`src/design/lxm_pkg.sv`:
```
// ----------------------------------------------------------------------------
// LXM generator package
// Shared widths, codes, reset values and helper functions for the L64X1024Mix
// random number generator.
// ----------------------------------------------------------------------------
`default_nettype none

package lxm_pkg;

   // Field and word widths.
   localparam int WORD_W      = 64;
   localparam int HALF_W      = 32;
   localparam int MODE_W      = 2;
   localparam int INDEX_W     = 4;
   localparam int CSR_INDEX_W = 1;

   // Ring size and the depth of the queue between front and back.
   localparam int RING_DEPTH_DEFAULT = 16;
   localparam int QUEUE_DEPTH        = 2;

   // Item modes as they arrive on the request channel.
   localparam logic [MODE_W-1:0] MODE_GENERATE  = 2'd0;
   localparam logic [MODE_W-1:0] MODE_LOAD_RING = 2'd1;
   localparam logic [MODE_W-1:0] MODE_LOAD_LCG  = 2'd2;

   // Configuration register indexes.
   localparam logic [CSR_INDEX_W-1:0] CSR_LCG_INCREMENT  = 1'd0;
   localparam logic [CSR_INDEX_W-1:0] CSR_LCG_MULTIPLIER = 1'd1;

   // Reset values of the configuration registers.
   localparam logic [WORD_W-1:0] LCG_INCREMENT_RESET  = 64'd1;
   localparam logic [WORD_W-1:0] LCG_MULTIPLIER_RESET = 64'hd134_2543_de82_ef95;

   // Multiplier of the 64-bit mixing function.
   localparam logic [WORD_W-1:0] LEA_MULT = 64'hdaba_0b6e_b093_22e3;

   // Fixed rotate and shift amounts of the xoroshiro1024 update.
   localparam int ROT_S0  = 25;
   localparam int SHL_T   = 27;
   localparam int ROT_T   = 36;

   // Operation held in the queue once an item has been classified.
   typedef enum logic [1:0] {
      OP_GENERATE,
      OP_LOAD_RING,
      OP_LOAD_LCG
   } op_type;

   typedef struct packed {
      op_type              op;
      logic [INDEX_W-1:0]  word_index;
      logic [WORD_W-1:0]   load_value;
   } item_type;

   // Status of the back end as seen by the top level.
   typedef struct packed {
      logic busy;
      logic publish;
   } back_status_type;

   // Rotate left by a constant amount.
   function automatic logic [WORD_W-1:0] rotl(input logic [WORD_W-1:0] v, input int amt);
      rotl = (v << amt) | (v >> (WORD_W - amt));
   endfunction

   // Fold the upper half into the lower half, as the mix does between products.
   function automatic logic [WORD_W-1:0] fold(input logic [WORD_W-1:0] z);
      fold = z ^ (z >> HALF_W);
   endfunction

endpackage

`default_nettype wire

```
`src/design/lxm_ram.sv`:
```
// ----------------------------------------------------------------------------
// LXM generic RAM
// Simple dual-port memory: one write port, one read port with registered data.
// ----------------------------------------------------------------------------
`default_nettype none

module lxm_ram #(
   parameter int WIDTH = 64,
   parameter int DEPTH = 16
) (
   input  wire logic                     clock,
   input  wire logic                     wr_en,
   input  wire logic [$clog2(DEPTH)-1:0] wr_addr,
   input  wire logic [WIDTH-1:0]         wr_data,
   input  wire logic [$clog2(DEPTH)-1:0] rd_addr,
   output logic      [WIDTH-1:0]         rd_data
);

   logic [WIDTH-1:0] mem_ff [DEPTH];
   logic [WIDTH-1:0] rd_data_ff;

   // Write port and registered read port.
   always_ff @(posedge clock) begin
      if (wr_en) begin
         mem_ff[wr_addr] <= wr_data;
      end
      rd_data_ff <= mem_ff[rd_addr];
   end

   assign rd_data = rd_data_ff;

endmodule

`default_nettype wire

```
`src/design/lxm_back.sv`:
```
// ----------------------------------------------------------------------------
// LXM back end
// Carries out queued items: ring and LCG loads, and the generate sequence of
// ring reads, ring updates and three 64-bit products on a shared 32x32
// multiplier. Holds the response register.
// ----------------------------------------------------------------------------
`default_nettype none

module lxm_back #(
   parameter int RING_DEPTH = lxm_pkg::RING_DEPTH_DEFAULT
) (
   input  wire logic                          clock,
   input  wire logic                          reset,
   input  wire logic                          q_valid,
   input  wire lxm_pkg::item_type             q_item,
   output logic                               q_pop,
   input  wire logic [lxm_pkg::WORD_W-1:0]    lcg_increment,
   input  wire logic [lxm_pkg::WORD_W-1:0]    lcg_multiplier,
   output logic                               rsp_valid,
   input  wire logic                          rsp_ready,
   output logic      [lxm_pkg::WORD_W-1:0]    rsp_random_value,
   output lxm_pkg::back_status_type           status
);

   localparam int RingAw = $clog2(RING_DEPTH);
   localparam int W      = lxm_pkg::WORD_W;
   localparam int H      = lxm_pkg::HALF_W;

   typedef enum logic [2:0] {
      ST_IDLE,
      ST_READ_S0,
      ST_READ_S15,
      ST_WRITE_NP,
      ST_MULTIPLY,
      ST_PUBLISH
   } state_type;

   typedef enum logic [1:0] {
      PASS_MIX1,
      PASS_MIX2,
      PASS_LCG
   } pass_type;

   state_type           state_ff;
   pass_type            pass_ff;
   logic [1:0]          step_ff;
   logic [RingAw-1:0]   ptr_ff;
   logic [RING_DEPTH-1:0] valid_ff;
   logic                rd_ok_ff;
   logic [W-1:0]        lcg_ff;
   logic [W-1:0]        s0_ff;
   logic [W-1:0]        t_ff;
   logic [W-1:0]        a_ff;
   logic [W-1:0]        b_ff;
   logic [W-1:0]        prod_ff;
   logic [W-1:0]        acc_ff;
   logic [W-1:0]        mix_ff;
   logic                rsp_valid_ff;
   logic [W-1:0]        rsp_value_ff;

   logic [RingAw-1:0]   next_ptr;
   logic [RingAw-1:0]   rd_addr;
   logic [W-1:0]        rd_data;
   logic [W-1:0]        word;
   logic [W-1:0]        t_now;
   logic                wr_en;
   logic [RingAw-1:0]   wr_addr;
   logic [W-1:0]        wr_data;
   logic [H-1:0]        mul_x;
   logic [H-1:0]        mul_y;
   logic [W-1:0]        product_sum;
   logic                slot_free;
   logic                publish;

   assign next_ptr  = ptr_ff + 1'b1;
   assign word      = rd_ok_ff ? rd_data : '0;
   assign t_now     = s0_ff ^ word;
   assign q_pop     = (state_ff == ST_IDLE) && q_valid;
   assign slot_free = !rsp_valid_ff || rsp_ready;
   assign publish   = (state_ff == ST_PUBLISH) && slot_free;

   // Ring read address: the new word first, then the word under the pointer.
   always_comb begin
      case (state_ff)
         ST_IDLE: rd_addr = next_ptr;
         default: rd_addr = ptr_ff;
      endcase
   end

   // Ring write port: loads, then the two xoroshiro1024 updates.
   always_comb begin
      wr_en   = 1'b0;
      wr_addr = ptr_ff;
      wr_data = '0;
      case (state_ff)
         ST_IDLE: begin
            if (q_valid && q_item.op == lxm_pkg::OP_LOAD_RING) begin
               wr_en   = 1'b1;
               wr_addr = RingAw'(q_item.word_index);
               wr_data = q_item.load_value;
            end
         end
         ST_READ_S15: begin
            wr_en   = 1'b1;
            wr_addr = ptr_ff;
            wr_data = lxm_pkg::rotl(s0_ff, lxm_pkg::ROT_S0) ^ t_now
                      ^ (t_now << lxm_pkg::SHL_T);
         end
         ST_WRITE_NP: begin
            wr_en   = 1'b1;
            wr_addr = next_ptr;
            wr_data = lxm_pkg::rotl(t_ff, lxm_pkg::ROT_T);
         end
         default: wr_en = 1'b0;
      endcase
   end

   lxm_ram #(
      .WIDTH (W),
      .DEPTH (RING_DEPTH)
   ) u_ring (
      .clock   (clock),
      .wr_en   (wr_en),
      .wr_addr (wr_addr),
      .wr_data (wr_data),
      .rd_addr (rd_addr),
      .rd_data (rd_data)
   );

   // Partial product operands: low x low, low x high, high x low.
   always_comb begin
      case (step_ff)
         2'd0:    begin mul_x = a_ff[H-1:0]; mul_y = b_ff[H-1:0]; end
         2'd1:    begin mul_x = a_ff[H-1:0]; mul_y = b_ff[W-1:H]; end
         default: begin mul_x = a_ff[W-1:H]; mul_y = b_ff[H-1:0]; end
      endcase
   end

   // Low 64 bits of the full product once the last cross term has arrived.
   assign product_sum = acc_ff + {prod_ff[H-1:0], {H{1'b0}}};

   // Sequencer, datapath registers and response register.
   always_ff @(posedge clock) begin
      rd_ok_ff <= valid_ff[rd_addr];
      prod_ff  <= W'(mul_x) * W'(mul_y);

      if (reset) begin
         state_ff     <= ST_IDLE;
         pass_ff      <= PASS_MIX1;
         step_ff      <= '0;
         ptr_ff       <= '0;
         valid_ff     <= '0;
         lcg_ff       <= '0;
         rsp_valid_ff <= 1'b0;
      end else begin
         if (wr_en) begin
            valid_ff[wr_addr] <= 1'b1;
         end
         // The response drops once taken, unless a new one is loaded in its place.
         if (rsp_valid_ff && rsp_ready && !publish) begin
            rsp_valid_ff <= 1'b0;
         end

         case (state_ff)
            ST_IDLE: begin
               if (q_valid) begin
                  case (q_item.op)
                     lxm_pkg::OP_GENERATE:  state_ff <= ST_READ_S0;
                     lxm_pkg::OP_LOAD_LCG:  lcg_ff   <= q_item.load_value;
                     default:               state_ff <= ST_IDLE;
                  endcase
               end
            end
            ST_READ_S0: begin
               s0_ff    <= word;
               state_ff <= ST_READ_S15;
            end
            ST_READ_S15: begin
               t_ff     <= t_now;
               a_ff     <= lxm_pkg::fold(lcg_ff + s0_ff);
               b_ff     <= lxm_pkg::LEA_MULT;
               pass_ff  <= PASS_MIX1;
               state_ff <= ST_WRITE_NP;
            end
            ST_WRITE_NP: begin
               ptr_ff   <= next_ptr;
               step_ff  <= '0;
               state_ff <= ST_MULTIPLY;
            end
            ST_MULTIPLY: begin
               step_ff <= step_ff + 1'b1;
               case (step_ff)
                  2'd0: acc_ff <= acc_ff;
                  2'd1: acc_ff <= prod_ff;
                  2'd2: acc_ff <= product_sum;
                  default: begin
                     case (pass_ff)
                        PASS_MIX1: begin
                           a_ff    <= lxm_pkg::fold(product_sum);
                           b_ff    <= lxm_pkg::LEA_MULT;
                           pass_ff <= PASS_MIX2;
                        end
                        PASS_MIX2: begin
                           mix_ff  <= lxm_pkg::fold(product_sum);
                           a_ff    <= lcg_ff;
                           b_ff    <= lcg_multiplier;
                           pass_ff <= PASS_LCG;
                        end
                        default: begin
                           acc_ff   <= product_sum;
                           state_ff <= ST_PUBLISH;
                        end
                     endcase
                  end
               endcase
            end
            ST_PUBLISH: begin
               // The LCG steps together with the response beat being loaded.
               if (slot_free) begin
                  lcg_ff       <= acc_ff + (lcg_increment | W'(1));
                  rsp_valid_ff <= 1'b1;
                  rsp_value_ff <= mix_ff;
                  state_ff     <= ST_IDLE;
               end
            end
            default: state_ff <= ST_IDLE;
         endcase
      end
   end

   assign rsp_valid        = rsp_valid_ff;
   assign rsp_random_value = rsp_value_ff;
   assign status.busy      = (state_ff != ST_IDLE);
   assign status.publish   = publish;

endmodule

`default_nettype wire

```
`config.mk`:
```
export PLATFORM = sky130hd
export DESIGN_NAME = lxm_back
export DESIGN_NICKNAME = d
export VERILOG_FILES = /design/src/design/lxm_pkg.sv /design/src/design/lxm_ram.sv /design/src/design/lxm_back.sv
export SDC_FILE = /design/constraint.sdc
export NUM_CORES = 2
export LEC_CHECK = 0
export ABC_AREA = 1
export BUFFER_PORTS_ARGS = -buffer_cell sky130_fd_sc_hd__buf_2
export CAP_MARGIN = 10
export CORE_MARGIN = 10
export CORE_UTILIZATION = 35
export DETAILED_ROUTE_END_ITERATION = 16
export GPL_TIMING_DRIVEN = 0
export HOLD_SLACK_MARGIN = 0.15
export SETUP_SLACK_MARGIN = 0.1
export SYNTH_ARGS = -nofsm -noshare
export SYNTH_HDL_FRONTEND = slang
export SYNTH_SLANG_ARGS = --single-unit
```
`constraint.sdc`:
```
create_clock -name clock -period 13.3 [get_ports clock]
set_input_delay 3.99 -clock clock [delete_from_list [all_inputs] [get_ports clock]]
set_output_delay 3.99 -clock clock [all_outputs]
set_load 0.01 [all_outputs]
```
* Word-level counts from Yosys, hierarchy flattened
Memories as Yosys holds them, arrays and structs flattened. A register that Yosys moved wholly into a read port is not among the register bits.
Cells that the tools add are included.
Widths: inputs -> output; s select.
** Cells by class
- Add/subtract/negate cells :: 5
- Multiply operators :: 1
- Div/mod/pow operators :: 0
- Order comparisons :: 3
- Eq/ne operators :: 18
- Shift operators :: 0
- Mux-type cells :: 41
- Bitwise gates (word level) :: 11
- Reduce and logical (&&, ||, !) cells :: 30
** Operators by type and width (number)
- $pmux 64 s2 :: 5
- $mux 64 :: 8
- $pmux 64 s3 :: 2
- $add 64x64->64 :: 3
- $xor 64x64->64 :: 3
- $xor 64x32->64 :: 2
- $mul 32x32->64 :: 1
- $mux 32 :: 2
- $or 64x25->64 :: 1
- $or 64x36->64 :: 1
- $pmux 3 s6 :: 1
- $or 16x16->16 :: 1
- $reduce_and 4->1 :: 4
- $mux 3 :: 4
- $pmux 2 s2 :: 3
- $lt 4x5->1 const B :: 2
- $ne 2x2->1 const B :: 5
- $mux 1 :: 8
- $mux 4 :: 2
- $pmux 4 s2 :: 1
- $eq 2x1->1 const B :: 3
- $eq 3x2->1 const B :: 2
- $eq 3x3->1 const B :: 2
- $logic_and 1x1->1 :: 6
- other kinds (25) :: 37
** Word-level totals
- Register bits :: 605
- Latch bits :: 0
- Bits in writable memories :: 1024
- Memory bits (read-only) :: 0
- Input bits :: 202
- Output and inout port bits :: 68
- Word-level logic and storage cells :: 126
- Memories kept :: 1
** Memory list
- u_ring.mem_ff :: words 16, width 64, rd ports 1, clocked after Yosys merged registers in 1, write ports 1, line lxm_ram.sv:19 : logic [WIDTH-1:0] mem_ff [DEPTH];

* Longest topological paths before layout
- Depth in word-level cells :: 9
- Mapped depth :: 40
- Mapped depth without buffers :: 37

* Hierarchy
From an unflattened synthesis, not the netlist that was laid out.
** Unflattened totals
- Cell total of the unflattened synthesis :: 13810
- Area total of the unflattened synthesis :: 118353.5 µm²
** By module, submodules not included
- lxm_back :: times used 1, cells an instance 9600, area each 73067.6 µm², sequential area each 16595.9 µm²
- lxm_ram :: times used 1, cells an instance 4210, area each 45285.9 µm², sequential area each 32030.7 µm²

* Worst setup path after synthesis
Ideal clock, no wire load.
- Path kind :: input to register
- Start point :: in reset
- End point :: reg a_ff[0] (enable)
- Library setup time :: 616 ps
- Arrival :: 9872 ps
- Required time :: 12684 ps
- Slack :: 2812 ps
- Stages :: 4
- Buffers on the path :: 3
- Cells stage by stage :: clkbuf_1 -> clkbuf_1 -> buf_1 -> nor2_1
** On the way
- Cells in the longest elaborated chain, start to end :: 2
** Ends and longest elaborated chain
- start: declaration :: line lxm_back.sv:13 : input wire logic reset,
- $not 1->1 (no source line)
- $reduce_and 4->1 (no source line)
- end signal: assignment :: line lxm_back.sv:180 : a_ff <= lxm_pkg::fold(lcg_ff + s0_ff);
- end signal: assignment :: line lxm_back.sv:199 : a_ff <= lxm_pkg::fold(product_sum);
- end signal: assignment :: line lxm_back.sv:205 : a_ff <= lcg_ff;
- end: declaration :: line lxm_back.sv:53 : logic [W-1:0] a_ff;
No other way between the ends.
A chain may end at the register's enable or synchronous reset.

* Worst setup path in the final report
- Start point :: reg step_ff[1]
- End point :: reg prod_ff[29]
** On the way
- Cells in the longest elaborated chain, start to end :: 4
- Elaborated cells on any way between the ends :: 6
- Those cells by class :: mul (1); eq/ne (1); mux (2); reduce/logical (2)
** Ends and longest elaborated chain
- start: declaration :: line lxm_back.sv:46 : logic [1:0] step_ff;
- start signal: assignment :: line lxm_back.sv:191 : step_ff <= step_ff + 1'b1;
- $eq 2x1->1 or $logic_not 2->1 (tied branches) :: line lxm_back.sv:132 : case (step_ff)
- $reduce_or 2->1 (no source line)
- $mux 32 :: line lxm_back.sv:132
- $mul 32x32->64 (*) :: line lxm_back.sv:145 : prod_ff <= W'(mul_x) * W'(mul_y);
- end signal: assignment :: line lxm_back.sv:145
- end: declaration :: line lxm_back.sv:55 : logic [W-1:0] prod_ff;
Every way passes the cells marked *; elsewhere a longest branch is shown, timed or not.

==> metrics <==
Worst setup SP type=flop; Max Cap Violations=0; first-pass GRT wire length=657.8 mm; final wirelength=475.2 mm; DR pass1 iterations=7; post-synthesis sequential area ratio=0.4294; drt via density=5.355; Slew Limit Fails=0; Yosys reg bits=1693; RSZ-0062 raised after global routing=no; top cell family by delay on the critical path=adder cells; Critical Path Slowest Stage Cell=clkinv_1; async set-reset flop share out of synthesis=0; Reg clk slew, reported paths=0.07 ns; post-detail-place hpwl=382.7 mm; fillcell total=32496; Root Buffer=clkbuf_16; Post-synth top cells=nand2_1 (2564), inv_1 (2022), nor2_1 (1655); Cells after Synth=12371; initial DRC count=11067; DR WL/cell=27.33 um; Antenna Nets Post-Route=0; largest net degree at the start of global routing=50; post-synthesis mux area share=0; Hold Violations, Final=0; fin crit period=10.86 ns; CTS Hold Bufs=0; Worst Setup Slack, final=2.444 ns; Die X-Extent=588.8 um; status=finished clean; postcts setup bufs=0; number of standard cells in the final layout excluding fillers=17388; clk_lat worst skew=0.95 ns; post-synth top area share=0.3903; total congestion overflow=0; post-synthesis simple-gate area fraction=0.1739; die height=588.8 um; Yosys Warn Count=0; Post-route DRC=0; via count=93109; worst setup path category=flop to flop; Core Util, Final=0.3969; Worst Path Arrival=11.53 ns; combinational family with the most area after synthesis=adder cells; xor and xnor area share after synthesis=0.01941; Synth Area in Adders=0.2059; crit path max fanout=10; I/O Buffers=267; most frequent cell after synthesis=nand2_1; vias in the first global route=89066; EDFF count, synth=1472; CP Capture Type=flop; Core Area=0.3217 mm^2; Required @ worst endpoint=13.98 ns; crit-path max cell delay=1.10 ns; gr usage total=0.2628; setup violators final=0; Post-Syn Area per Cell=9.155 um^2; Mapped Nets=13897; Compound-Gate Fraction of Synth Area=0.08620; final period utilization=0.8163; final RePlAce weighted congestion=1.041; most common flop cell mapped by yosys=edfxtp_1; area leader, netlist=edfxtp_1; Initial Utilization=0.3521; maximum operating frequency=92.11 MHz; Buf/Inv on CP=11; post-cts sizing count=0; Post-Syn Area=0.1133 mm^2; Max-slew headroom=0.05375; Syn-to-layout area delta=12.74%; synth unique cells=51; CTS buffer count=187; Max Root-Sink Buffers=4; Post-Place Setup Slack=2.690 ns; initial antenna violation count=25; Site Rows=208; Nets=14437; die area=0.3467 mm^2; setup TNS=0 ns; Worst Max-Slew Pin Slew=1.410 ns; TritonCTS clock tree=done; share of layout cells above drive strength 1=0.06995; clock tree sinks=1693; worst clock skew=0.1523 ns; Placed Cells=17027; top post-synthesis cells by area=edfxtp_1 (39%), fa_1 (16%), nand2_1 (8.5%); HP Class=flop to flop; I/O Pins=270; H-tree depth=4
==> area by class of cell <==
type | count | area, um^2 | share of cell area
diodes | 16 | 40.04 | 0.0003136
plain buffers | 473 | 1904 | 0.01491
clock buffers | 265 | 5330 | 0.04175
clock inverters | 80 | 805.8 | 0.006311
inverters | 2063 | 7786 | 0.06098
multi-input cells | 8142 | 55150 | 0.4320
flip-flops and latches | 1693 | 48630 | 0.3808
well taps | 4305 | 5386 | 0.04219
repair buffers | 351 | 2646 | 0.02073
==> flip-flops by register name, summed over array words and instances, names as in the netlist <==
| register | flops |
|---|---|
| rsp_random_value | 64 |
| t_ff | 64 |
| u_ring.rd_data | 64 |
| prod_ff | 64 |
| rsp_valid | 1 |
| ptr_ff | 4 |
| b_ff | 64 |
| step_ff | 2 |
| a_ff | 64 |
| s0_ff | 64 |
| pass_ff | 2 |
| u_ring.mem_ff | 1024 |
| valid_ff | 16 |
| lcg_ff | 64 |
| state_ff | 3 |
| mix_ff | 64 |
| acc_ff | 64 |
| rd_ok_ff | 1 |
==> stage by stage <==
stage	hold slack, ns	cell area, um^2
finish	0.4122	127700
global route	0.4221	127700
CTS	0.4156	127600
detailed placement	0.4045	121500
global placement	0.4038	120000
floorplan	0.4003	113300
==> layout by cell type, fill, tap and decap left out, types with 17 or more instances in the layout <==
cell type	n
buf_4	20
ha_1	425
a21oi_1	332
nor3_1	41
inv_1	2010
and2_1	27
nand2_1	2564
nor2_1	1651
buf_2	347
fa_1	899
nand4_1	28
buf_16	17
xnor2_1	69
clkbuf_16	193
clkbuf_1	404
a31oi_1	28
nand3_1	424
inv_2	20
o21bai_1	30
o22ai_1	64
clkbuf_8	23
xor2_1	182
o21ai_0	674
clkinv_1	40
inv_4	18
clkinv_2	25
o211ai_1	86
buf_8	17
nand3b_1	46
o21ai_1	67
o221ai_1	196
buf_6	25
or2_2	111
o21ai_2	39
buf_1	31
edfxtp_1	1472
o21a_1	36
dfxtp_1	221
a22oi_1	68
==> logic make-up after synthesis <==
group,count (synthesis)
simple gates,4918
buf+inv,2536
flops,1693
compound gates,1649
fa+ha+maj,1324
xor+xnor,251
==> metal layers <==
metal  track usage  part of all wire  up-vias
met2        0.4063              0.44     5176
met4        0.1473             0.070       14
li1              -                 -    40898
met1        0.3431              0.39    45931
met3       0.05595              0.10     1090
met5             0           0.00023        -
==> worst paths after layout <==
check	start	end	slack [ns]	cells past startpoint
setup / recovery	step_ff[1]	prod_ff[29]	2.44	31
hold / removal	mix_ff[33]	rsp_random_value[33]	0.41	0
setup reg to reg	step_ff[1]	prod_ff[29]	2.44	31
hold reg to reg	mix_ff[33]	rsp_random_value[33]	0.41	0
Power is left out: the tool's default activity adds up to more than one toggle a clock period on the data nets, which glitch-free logic cannot reach.
