File: config.mk
export PLATFORM = sky130hd
export DESIGN_NAME = lxm_front
export DESIGN_NICKNAME = d
export VERILOG_FILES = /design/src/design/lxm_pkg.sv /design/src/design/lxm_front.sv
export SDC_FILE = /design/constraint.sdc
export NUM_CORES = 1
export LEC_CHECK = 0
export ABC_AREA = 1
export BUFFER_PORTS_ARGS = -buffer_cell sky130_fd_sc_hd__buf_2
export CORE_MARGIN = 10
export CORE_UTILIZATION = 47
export CTS_CLUSTER_DIAMETER = 150
export CTS_CLUSTER_SIZE = 20
export DETAILED_ROUTE_END_ITERATION = 8
export GPL_TIMING_DRIVEN = 0
export PLACE_DENSITY_LB_ADDON = 0.15
export SLEW_MARGIN = 20
export SYNTH_ARGS = -nofsm -noshare
export SYNTH_HDL_FRONTEND = slang
export SYNTH_SLANG_ARGS = --single-unit
File: constraint.sdc
create_clock -name clock -period 3.9 [get_ports clock]
set_input_delay 0 -clock clock [delete_from_list [all_inputs] [get_ports clock]]
set_output_delay 0 -clock clock [all_outputs]
set_load 0.02 [all_outputs]
File: src/design/lxm_pkg.sv
// ----------------------------------------------------------------------------
// LXM generator package
// Shared widths, codes, reset values and helper functions for the L64X1024Mix
// random number generator.
// ----------------------------------------------------------------------------
`default_nettype none

package lxm_pkg;

   // Field and word widths.
   localparam int WORD_W      = 64;
   localparam int HALF_W      = 32;
   localparam int MODE_W      = 2;
   localparam int INDEX_W     = 4;
   localparam int CSR_INDEX_W = 1;

   // Ring size and the depth of the queue between front and back.
   localparam int RING_DEPTH_DEFAULT = 16;
   localparam int QUEUE_DEPTH        = 2;

   // Item modes as they arrive on the request channel.
   localparam logic [MODE_W-1:0] MODE_GENERATE  = 2'd0;
   localparam logic [MODE_W-1:0] MODE_LOAD_RING = 2'd1;
   localparam logic [MODE_W-1:0] MODE_LOAD_LCG  = 2'd2;

   // Configuration register indexes.
   localparam logic [CSR_INDEX_W-1:0] CSR_LCG_INCREMENT  = 1'd0;
   localparam logic [CSR_INDEX_W-1:0] CSR_LCG_MULTIPLIER = 1'd1;

   // Reset values of the configuration registers.
   localparam logic [WORD_W-1:0] LCG_INCREMENT_RESET  = 64'd1;
   localparam logic [WORD_W-1:0] LCG_MULTIPLIER_RESET = 64'hd134_2543_de82_ef95;

   // Multiplier of the 64-bit mixing function.
   localparam logic [WORD_W-1:0] LEA_MULT = 64'hdaba_0b6e_b093_22e3;

   // Fixed rotate and shift amounts of the xoroshiro1024 update.
   localparam int ROT_S0  = 25;
   localparam int SHL_T   = 27;
   localparam int ROT_T   = 36;

   // Operation held in the queue once an item has been classified.
   typedef enum logic [1:0] {
      OP_GENERATE,
      OP_LOAD_RING,
      OP_LOAD_LCG
   } op_type;

   typedef struct packed {
      op_type              op;
      logic [INDEX_W-1:0]  word_index;
      logic [WORD_W-1:0]   load_value;
   } item_type;

   // Status of the back end as seen by the top level.
   typedef struct packed {
      logic busy;
      logic publish;
   } back_status_type;

   // Rotate left by a constant amount.
   function automatic logic [WORD_W-1:0] rotl(input logic [WORD_W-1:0] v, input int amt);
      rotl = (v << amt) | (v >> (WORD_W - amt));
   endfunction

   // Fold the upper half into the lower half, as the mix does between products.
   function automatic logic [WORD_W-1:0] fold(input logic [WORD_W-1:0] z);
      fold = z ^ (z >> HALF_W);
   endfunction

endpackage

`default_nettype wire

File: src/design/lxm_front.sv
// ----------------------------------------------------------------------------
// LXM front end
// Accepts request beats, classifies the mode and queues the resulting work
// for the back end. The unused mode is accepted and dropped.
// ----------------------------------------------------------------------------
`default_nettype none

module lxm_front (
   input  wire logic                          clock,
   input  wire logic                          reset,
   input  wire logic                          req_valid,
   output logic                               req_ready,
   input  wire logic [lxm_pkg::MODE_W-1:0]    req_mode,
   input  wire logic [lxm_pkg::INDEX_W-1:0]   req_word_index,
   input  wire logic [lxm_pkg::WORD_W-1:0]    req_load_value,
   output logic                               q_valid,
   output lxm_pkg::item_type                  q_item,
   input  wire logic                          q_pop
);

   localparam int PtrW   = $clog2(lxm_pkg::QUEUE_DEPTH);
   localparam int CountW = $clog2(lxm_pkg::QUEUE_DEPTH + 1);

   lxm_pkg::item_type  entry_ff [lxm_pkg::QUEUE_DEPTH];
   logic [PtrW-1:0]    wr_ptr_ff, wr_ptr_in;
   logic [PtrW-1:0]    rd_ptr_ff, rd_ptr_in;
   logic [CountW-1:0]  count_ff, count_in;

   lxm_pkg::item_type  item;
   logic               keep;
   logic               push;
   logic               pop;

   // Classify the incoming beat; the unused mode is not queued.
   always_comb begin
      item.word_index = req_word_index;
      item.load_value = req_load_value;
      item.op         = lxm_pkg::OP_GENERATE;
      keep            = 1'b1;
      case (req_mode)
         lxm_pkg::MODE_GENERATE:  item.op = lxm_pkg::OP_GENERATE;
         lxm_pkg::MODE_LOAD_RING: item.op = lxm_pkg::OP_LOAD_RING;
         lxm_pkg::MODE_LOAD_LCG:  item.op = lxm_pkg::OP_LOAD_LCG;
         default:                 keep    = 1'b0;
      endcase
   end

   assign req_ready = (count_ff != CountW'(lxm_pkg::QUEUE_DEPTH));
   assign push      = req_valid && req_ready && keep;
   assign pop       = q_pop && q_valid;

   // Pointer and fill count updates.
   always_comb begin
      wr_ptr_in = wr_ptr_ff;
      rd_ptr_in = rd_ptr_ff;
      count_in  = count_ff;
      if (push) begin
         wr_ptr_in = (wr_ptr_ff == PtrW'(lxm_pkg::QUEUE_DEPTH - 1)) ? '0 : wr_ptr_ff + 1'b1;
      end
      if (pop) begin
         rd_ptr_in = (rd_ptr_ff == PtrW'(lxm_pkg::QUEUE_DEPTH - 1)) ? '0 : rd_ptr_ff + 1'b1;
      end
      case ({push, pop})
         2'b10:   count_in = count_ff + 1'b1;
         2'b01:   count_in = count_ff - 1'b1;
         default: count_in = count_ff;
      endcase
   end

   always_ff @(posedge clock) begin
      if (reset) begin
         wr_ptr_ff <= '0;
         rd_ptr_ff <= '0;
         count_ff  <= '0;
      end else begin
         wr_ptr_ff <= wr_ptr_in;
         rd_ptr_ff <= rd_ptr_in;
         count_ff  <= count_in;
      end
   end

   // Queue storage; payload needs no reset.
   always_ff @(posedge clock) begin
      if (push) begin
         entry_ff[wr_ptr_ff] <= item;
      end
   end

   assign q_valid = (count_ff != '0);
   assign q_item  = entry_ff[rd_ptr_ff];

endmodule

`default_nettype wire

-- Yosys cells after proc, flatten, opt, wreduce, memory -nomap -nowiden
Memory sizes are Yosys's and may differ from the RTL's. A register that Yosys moved wholly into a read port is not among the register bits.
Index checks and enable logic that the tools add are counted.
- word-level logic and storage cells: 29
- output and inout port bits: 72
- input port bits: 74
- memory bits (writable): 140
- memories kept: 1
- flip-flop bits (word level): 4
- add/sub/neg operators: 4
- muxes and demuxes: 9
- eq/ne operators: 5
- reductions and logical operators: 7
- memory list (memory ; depth ; width ; rd ports ; clocked after memory_dff ; write ports ; RTL line ; text):
    entry_ff ; 2 ; 70 ; 1 ; 1 ; 1 ; lxm_front.sv:24 ; lxm_pkg::item_type entry_ff [lxm_pkg::QUEUE_DEPTH];
- operators by type and width (kind ; count):
    2-bit case mux with 2 select lines ; 2
    1-bit 2-to-1 mux ; 7
    2-bit by 1-bit equality test with 1-bit output (second input constant) ; 2
    2-bit equality test (second input constant) ; 2
    2-bit nonzero test ; 2
    1-bit logical AND ; 3
    3-bit OR reduction ; 1
    1-bit adder (second input constant) ; 2
    2-bit by 1-bit adder with 2-bit output (second input constant) ; 1
    2-bit logical NOT ; 1
    2-bit inequality test (second input constant) ; 1
    2-bit by 1-bit subtractor with 2-bit output (second input constant) ; 1

-- Depth between registers and ports, before layout
Gate-level depths: netlist (run 1).
- depth in word-level cells: 6
- mapped depth: 10

-- Worst setup path before layout (run 1)
Ideal clock, no wire load.
- path kind: flip-flop to flip-flop
- start: register count_ff[1]
- end: memory entry_ff[0][0] (netlist name) (enable)
- data arrival time: 3.535 ns
- data required time: 3.401 ns
- stages on the path, launching flop included: 6
- library setup time: 0.499 ns
- buffers on the path: 0
- slack: -0.134 ns
- cells stage by stage: dfxtp_1 -> inv_1 -> nor2_1 -> nor2_1 -> inv_1 -> nor2_1
- longest elaborated chain between the ends: 5
- RTL lines (element ; RTL line ; text):
    start: declaration ; lxm_front.sv:27 ; logic [CountW-1:0] count_ff, count_in;
    start signal: assignment ; lxm_front.sv:78 ; count_ff <= count_in;
    2-bit inequality test ; lxm_front.sv:48 ; assign req_ready = (count_ff != CountW'(lxm_pkg::QUEUE_DEPTH));
    1-bit logical AND (2 in a row) ; lxm_front.sv:49 ; assign push = req_valid && req_ready && keep;
    1-bit 2-to-1 mux ; lxm_front.sv:84 ; if (push) begin
    1-bit 2-to-1 mux (implied by the code) ; lxm_front.sv:85 ; entry_ff[wr_ptr_ff] <= item;
    end: declaration ; lxm_front.sv:24 ;
Every way passes these cells.

-- Worst setup path in the final report (run 1)
- start: register count_ff[0]
- end: register wr_ptr_ff
- longest elaborated chain between the ends: 3
- RTL lines (element ; RTL line ; text):
    2-bit inequality test ; lxm_front.sv:48 ;
    1-bit logical AND (2 in a row) ; lxm_front.sv:49 ;
    end signal: assignment ; lxm_front.sv:76 ; wr_ptr_ff <= wr_ptr_in;
    end: declaration ; lxm_front.sv:25 ; logic [PtrW-1:0] wr_ptr_ff, wr_ptr_in;
Every way passes these cells.
A chain may end at the register's enable or synchronous reset.

==> results of run 1 <==
## worst max-delay path, cell delays in order, from the launching register on
cell and delay [ns]:
dfxtp_1 0.38, inv_1 0.11, nand2_1 0.10, nand4_1 0.16, nand2_1 0.09, dlygate4sd3_1 0.55
nor2_1 0.04, dlygate4sd3_1 0.55
## layer usage
| layer | wire length [µm] | vias to the layer above | part of all wire |
|---|---|---|---|
| li1 | - | 1507 | - |
| met1 | 4330 | 1515 | 0.38 |
| met2 | 6320 | 86 | 0.55 |
| met3 | 719 | 16 | 0.062 |
| met4 | 163 | 0 | 0.014 |
| met5 | 0 | - | 0 |
## path summary, 6_finish.rpt
path,startpoint,endpoint,slack (ns),cells after the start
min reg2reg,rd_ptr_ff,flop,0.52,2
max,count_ff[0],wr_ptr_ff,1.79,7
max reg2reg,count_ff[0],wr_ptr_ff,1.79,7
min,req_valid,entry_ff[0][61],0.20,5
## cells in the final DEF (no fill, tap or decap)
| master | synthesis | layout |
|---|---|---|
| inv_4 | 0 | 1 |
| clkbuf_1 | 0 | 5 |
| dlygate4sd3_1 | 0 | 75 |
| buf_16 | 0 | 1 |
| edfxtp_1 | 140 | 140 |
| inv_1 | 11 | 10 |
| ha_1 | 1 | 1 |
| buf_2 | 0 | 145 |
| bufinv_16 | 0 | 3 |
| nand4_1 | 2 | 2 |
| clkbuf_16 | 0 | 17 |
| nor2_4 | 0 | 1 |
| nor2_1 | 14 | 13 |
| clkinv_2 | 0 | 2 |
| clkinv_1 | 0 | 4 |
| buf_6 | 1 | 1 |
| nand2_1 | 10 | 10 |
| a21oi_1 | 1 | 1 |
| mux2_4 | 70 | 70 |
| o21ai_0 | 2 | 2 |
| buf_12 | 7 | 10 |
| dfxtp_1 | 5 | 5 |
## per-stage QoR
stage          utilization  worst slack (ns)
2_1_floorplan            -              1.06
3_3_place_gp         0.553           -0.0921
3_5_place_dp         0.561              2.09
4_1_cts              0.671              1.84
5_1_grt              0.671              1.66
6_report             0.671              1.79
## flip-flops by register name, indices dropped and copies added, names as in the netlist, named ones only
signal,flops
count_ff,2
entry_ff,140
rd_ptr_ff,1
wr_ptr_ff,1
## cell type report
type | instances | share of cell area
flip-flops and latches | 145 | 0.538
repair buffers | 224 | 0.196
multi-input cells | 100 | 0.149
clock buffers | 22 | 0.0556
well taps | 147 | 0.0230
plain buffers | 8 | 0.0189
clock inverters | 9 | 0.0144
inverters | 11 | 0.00548
## power groups by stage
stage	clock [µW]	sequential (µW)	combinational, µW
final	1540	1890	972
after global routing	1640	1900	1040
after detailed placement	0	1920	926
after global placement	0	1920	889
after CTS	1570	1890	989
after floorplan	0	1920	648
## kinds of logic after synthesis
logic type	count (synthesis)	share of synthesized area
compound gates	3	0.00264
fa+ha+maj	1	0.00220
buf+inv	19	0.0339
flops	145	0.758
mux	70	0.185
simple gates	26	0.0181
## timing repair
action,CTS,global route
endpoints found under the setup margin,0,0
resized for setup,0,0
setup buffers,0,0
endpoints found under the hold margin,145,0
hold buffers,75,0
==> impl_table.tex, run 1 <==
\begin{tabular}{lr}
\hline
Metric & Value \\
\hline
\multicolumn{2}{l}{\textbf{Timing}} \\
Final-layout setup total negative slack & 0 ns \\
Final Hold Vio Count & 0 \\
Maximum achievable frequency & 0.475 GHz \\
Maximum clock skew at final layout & 0.00565 ns \\
Worst Tran Pin Value & 0.465 ns \\
Worst-case hold slack & 0.200 ns \\
Slew margin rel. & 0.690 \\
Period utilisation layout & 0.540 \\
Fin. max-slew vios & 0 \\
Final worst path period need & roughly 2.1 ns \\
Setup-violating endpoint count in the final report & 0 \\
RSZ-0062 raised after global routing & false \\
\multicolumn{2}{l}{\textbf{Die}} \\
Die extent in x & between 100 and 150 µm \\
Initial standard-cell utilization of the core & 0.477 \\
Floorplan die area & 16,900 µm² \\
Die extent in y & between 100 and 150 µm \\
FP Rows & 40 \\
Placeable core region & 11,900 µm² \\
Top-level I/O count & around 150 \\
\multicolumn{2}{l}{\textbf{Clocking}} \\
H-tree Lvls & 4 \\
Sink count of the clock tree & 145 \\
Clock Tree Root & clkbuf\_16 \\
CTS tree & done \\
Clock latency on the worst-skew pair & 0.41 ns \\
Clock-pin slew on the worst setup and hold paths & 0.06 ns \\
TritonCTS buffer count & 17 \\
Number of buffers on the longest clock path & 2 \\
\multicolumn{2}{l}{\textbf{Synth}} \\
Synthesized area divided by synthesized cell count & 21.5 µm² \\
Mapped cell area & 5680 µm² \\
Cell accounting for the most synthesized area & edfxtp\_1 \\
Most common cell in the netlist & edfxtp\_1 \\
Number of register bits inferred by synthesis & 145 \\
Count of flip-flops with a built-in enable after synthesis & between 100 and 150 \\
Most numerous cell types in the synthesized netlist & edfxtp\_1, mux2\_4, nor2\_1, inv\_1, nand2\_1 \\
Flip-flop cell with the highest count after synthesis & edfxtp\_1 \\
Synth Net Count & 339 \\
Sequential share of the synthesized area & 0.758 \\
Unique masters post-synth & 12 \\
Number of cells produced by synthesis & around 260 \\
Warning count from the yosys run & 0 \\
Leading post-synthesis cells by cell area & edfxtp\_1, mux2\_4, buf\_12 \\
Yosys top cell area share & 0.740 \\
Fraction of registers with async set/reset & 0 \\
\multicolumn{2}{l}{\textbf{Global routing}} \\
Fraction of met3 tracks used by global routing & 0.0540 \\
Met1 track demand over resource in global routing & 0.145 \\
Total routing resource utilization after global routing & 0.142 \\
GRT Max-Usage Layer & met2 \\
Remaining global-route overflow & 0 \\
Initial antenna violation count & 0 \\
First-pass GRT wire length & 17,900 µm \\
Met2 track demand over resource in global routing & 0.251 \\
Number of global-route vias before repair & 3,450 \\
Pin count of the biggest net entering global routing & 39 \\
\multicolumn{2}{l}{\textbf{Power}} \\
Part of the power in registers & 0.429 \\
Power density over the cells & 551 nW/µm² \\
Net switching power of the design & 1080 µW \\
Reported leakage power & 0.00322 µW \\
Clock network fraction of total power & 0.350 \\
Power after layout & 4400 µW \\
Net switching share of the total power & 0.246 \\
Worst VDD drop & 0.313 mV \\
Internal portion of total power & around 3300 µW \\
Gate power share & 0.221 \\
\multicolumn{2}{l}{\textbf{Routing}} \\
Routed Antenna Nets & 0 \\
Post-route DRC violation count & 0 \\
Vias & 3,124 \\
Vias per cell & 4.69 \\
Final routed wire length divided by cell count & roughly 17 µm \\
First-pass detailed-route iteration total & 4 \\
Initial drt markers & $\sim$130 \\
Total wirelength of the detailed-routed design & 11,500 µm \\
\multicolumn{2}{l}{\textbf{Placement}} \\
Final HPWL from detailed placement & between 7000 and 8000 µm \\
Cell area after placement & $\sim$6700 µm² \\
Global placement routability congestion & 0.689 \\
Number of buffer cells added on primary ports & 145 \\
Placed Instances & 560 \\
\multicolumn{2}{l}{\textbf{Finish}} \\
Antenna fix cells & 0 \\
Filler cell count in the final layout & 830 \\
Area occupied by multi-input gates & 1190 µm² \\
Area growth from synthesis to layout & 40.8\% \\
Sequential cell area & 4300 µm² \\
Design area & 8000 µm² \\
Final net count & 582 \\
Share of final-layout standard cells stronger than drive strength 1 & 0.484 \\
Final std cells w/o fill & 666 \\
\multicolumn{2}{l}{\textbf{Run}} \\
Number of maximum-capacitance constraint violations & 0 \\
\multicolumn{2}{l}{\textbf{Critical path}} \\
Crit path DAT & 2.40 ns \\
Critical path startpoint category & flop \\
Critical path class & reg -> reg \\
CP max FO & 5 \\
Data required time of the worst path & 4.19 ns \\
CP Capture Type & flop \\
\multicolumn{2}{l}{\textbf{Worst hold path}} \\
Worst min path class & in -> reg \\
\multicolumn{2}{l}{\textbf{Status}} \\
Run status & complete, no violations \\
\hline
\end{tabular}
No activity file was read; power rests on OpenSTA's default activity.
==> run 2: changes to the inputs <==
--- a/config.mk
+++ b/config.mk
@@ -8,7 +8,7 @@
 export ABC_AREA = 1
 export BUFFER_PORTS_ARGS = -buffer_cell sky130_fd_sc_hd__buf_2
 export CORE_MARGIN = 10
-export CORE_UTILIZATION = 47
+export CORE_UTILIZATION = 53
 export CTS_CLUSTER_DIAMETER = 150
 export CTS_CLUSTER_SIZE = 20
 export DETAILED_ROUTE_END_ITERATION = 8
==> constraint.sdc (replaced) <==
create_clock -name clock -period 2.1 [get_ports clock]
set_input_delay 0 -clock clock [delete_from_list [all_inputs] [get_ports clock]]
set_output_delay 0 -clock clock [all_outputs]
set_load 0.02 [all_outputs]
==> impl_table.tex, run 2 (synthesized netlist as in run 1, its figures left out) <==
\begin{tabular}{lr}
\hline
Metric & Value \\
\hline
\multicolumn{2}{l}{\textbf{Status}} \\
Run status & complete, no violations \\
\multicolumn{2}{l}{\textbf{Finish}} \\
Filler cell count in the final layout & 597 \\
Most frequent standard cell in the layout excluding fill and tap cells & buf\_2 \\
Design area & approximately 8000 µm² \\
Area growth from synthesis to layout & 41.3\% \\
Register name with the most flops & entry\_ff \\
Final net count & about 580 \\
Antenna fix cells & 0 \\
Max FFs per register & 140 \\
Commonest cells after routing, fill and taps aside & buf\_2, edfxtp\_1, dlygate4sd3\_1 \\
Registers with the most flip-flops & entry\_ff (140), count\_ff (2) \\
Share of final-layout standard cells stronger than drive strength 1 & 0.501 \\
\multicolumn{2}{l}{\textbf{Die}} \\
Die extent in y & 124 µm \\
FP Rows & 37 \\
Die extent in x & 124 µm \\
Initial standard-cell utilization of the core & 0.548 \\
Top-level I/O count & 146 \\
Floorplan die area & 15,300 µm² \\
Placeable core region & 10,400 µm² \\
\multicolumn{2}{l}{\textbf{Clocking}} \\
Sink count of the clock tree & 145 \\
CTS tree & done \\
Clock-pin slew on the worst setup and hold paths & 0.06 ns \\
TritonCTS buffer count & 17 \\
Clock Tree Root & clkbuf\_8 \\
Number of buffers on the longest clock path & 2 \\
H-tree Lvls & 4 \\
Clock latency on the worst-skew pair & 0.51 ns \\
\multicolumn{2}{l}{\textbf{Global routing}} \\
Remaining global-route overflow & 0 \\
Initial antenna violation count & 0 \\
First-pass GRT wire length & 17,900 µm \\
Pin count of the biggest net entering global routing & 32 \\
Number of global-route vias before repair & 3,518 \\
Total routing resource utilization after global routing & 0.157 \\
\multicolumn{2}{l}{\textbf{Timing}} \\
RSZ-0062 raised after global routing & false \\
Final Hold Vio Count & 0 \\
Fin. max-slew vios & 0 \\
Period utilisation layout & 0.817 \\
Worst Tran Pin Value & 0.433 ns \\
Maximum clock skew at final layout & 0.00942 ns \\
Slew margin rel. & 0.711 \\
Maximum achievable frequency & 0.583 GHz \\
Setup-violating endpoint count in the final report & 0 \\
Final-layout setup total negative slack & 0 ns \\
Final worst path period need & 1.72 ns \\
\multicolumn{2}{l}{\textbf{Routing}} \\
Total wirelength of the detailed-routed design & 11,600 µm \\
Routed Antenna Nets & 0 \\
Vias per cell & between 4 and 5 \\
Final routed wire length divided by cell count & 17.6 µm \\
Post-route DRC violation count & 0 \\
Initial drt markers & 153 \\
First-pass detailed-route iteration total & 5 \\
Vias & 3,151 \\
\multicolumn{2}{l}{\textbf{Critical path}} \\
Startpoint of the worst register-to-register path & count\_ff[1] \\
Data required time of the worst path & 2.32 ns \\
Critical path startpoint category & flop \\
CP Capture Type & flop \\
CP max FO & 22 \\
Critical path class & reg -> reg \\
Launch point of the critical path & count\_ff[1] \\
Crit path DAT & 1.93 ns \\
\multicolumn{2}{l}{\textbf{Power}} \\
Power density over the cells & approximately 1000 nW/µm² \\
Reported leakage power & $\sim$0.0032 µW \\
Worst VDD drop & 0.652 mV \\
\multicolumn{2}{l}{\textbf{Run}} \\
Number of maximum-capacitance constraint violations & 0 \\
\multicolumn{2}{l}{\textbf{Placement}} \\
Global placement routability congestion & 0.704 \\
Final HPWL from detailed placement & 7810 µm \\
Cell area after placement & 6700 µm² \\
Number of buffer cells added on primary ports & 145 \\
\multicolumn{2}{l}{\textbf{Worst hold path}} \\
Hold\_sp & req\_valid \\
Worst min path class & in -> reg \\
\hline
\end{tabular}
run 2: repair_timing:
| item | CTS | global route |
|---|---|---|
| hold buffers | 75 | 0 |
| endpoints found under the hold margin | 145 | 0 |
| endpoints found under the setup margin | 0 | 1 |
| buffers inserted | 0 | 0 |
| resized for setup | 0 | 1 |
run 2: stage by stage:
step | total power [µW] | util | hold WS (ns) | std cells | worst slack (ns)
final | 8290 | 0.774 | 0.0882 | 655 | 0.384
after global routing | 8630 | 0.774 | 0.105 | 655 | 0.252
after CTS | 8370 | 0.775 | 0.0602 | 656 | 0.0607
after detailed placement | 5290 | 0.646 | 0.192 | 550 | 0.372
after global placement | 5210 | 0.635 | 0.188 | 545 | -0.583
after floorplan | 4760 | - | 0.0989 | 264 | 0.00502
run 2: final timing paths:
path | slack (ns) | depth (start not counted) | end
setup reg to reg | 0.38 | 7 | entry_ff[0][44]
setup / recovery | 0.38 | 7 | entry_ff[0][44]
hold reg to reg | 0.50 | 2 | flop
hold / removal | 0.09 | 5 | entry_ff[0][56]
run 2: layer usage:
| layer | global-route usage | vias to the layer above | wire length (µm) |
|---|---|---|---|
| met4 | 0.0670 | 0 | 150 |
| met2 | 0.277 | 105 | 6350 |
| met5 | 0 | - | 0 |
| li1 | - | 1500 | - |
| met1 | 0.161 | 1533 | 4160 |
| met3 | 0.0643 | 13 | 894 |
run 2: final cells by class:
type	instances	area, µm²	area share
Tap cell	136	170	0.0212
Buffer	8	151	0.0189
Timing Repair Buffer	224	1570	0.196
Clock buffer	18	418	0.0521
Clock inverter	13	169	0.0211
Sequential cell	145	4310	0.537
Multi-Input combinational cell	100	1190	0.148
Inverter	11	45.0	0.00561
run 2: critical path: stages, from the launching register on:
cell	delay [ns]
dfxtp_1	0.34
inv_1	0.09
nor2_1	0.04
nor2_1	0.13
inv_1	0.10
nor2_4	0.30
buf_12	0.24
buf_16	0.17
run 2: power breakdown:
part / switching [µW] / total (µW) / internal, µW / leakage [µW]
Combinational: 923 / 1810 / 892 / 0.00161
Clock: 1060 / 2960 / 1900 / 0.000279
Sequential: 67.8 / 3510 / 3440 / 0.00134
Total: 2050 / 8290 / 6230 / 0.00322
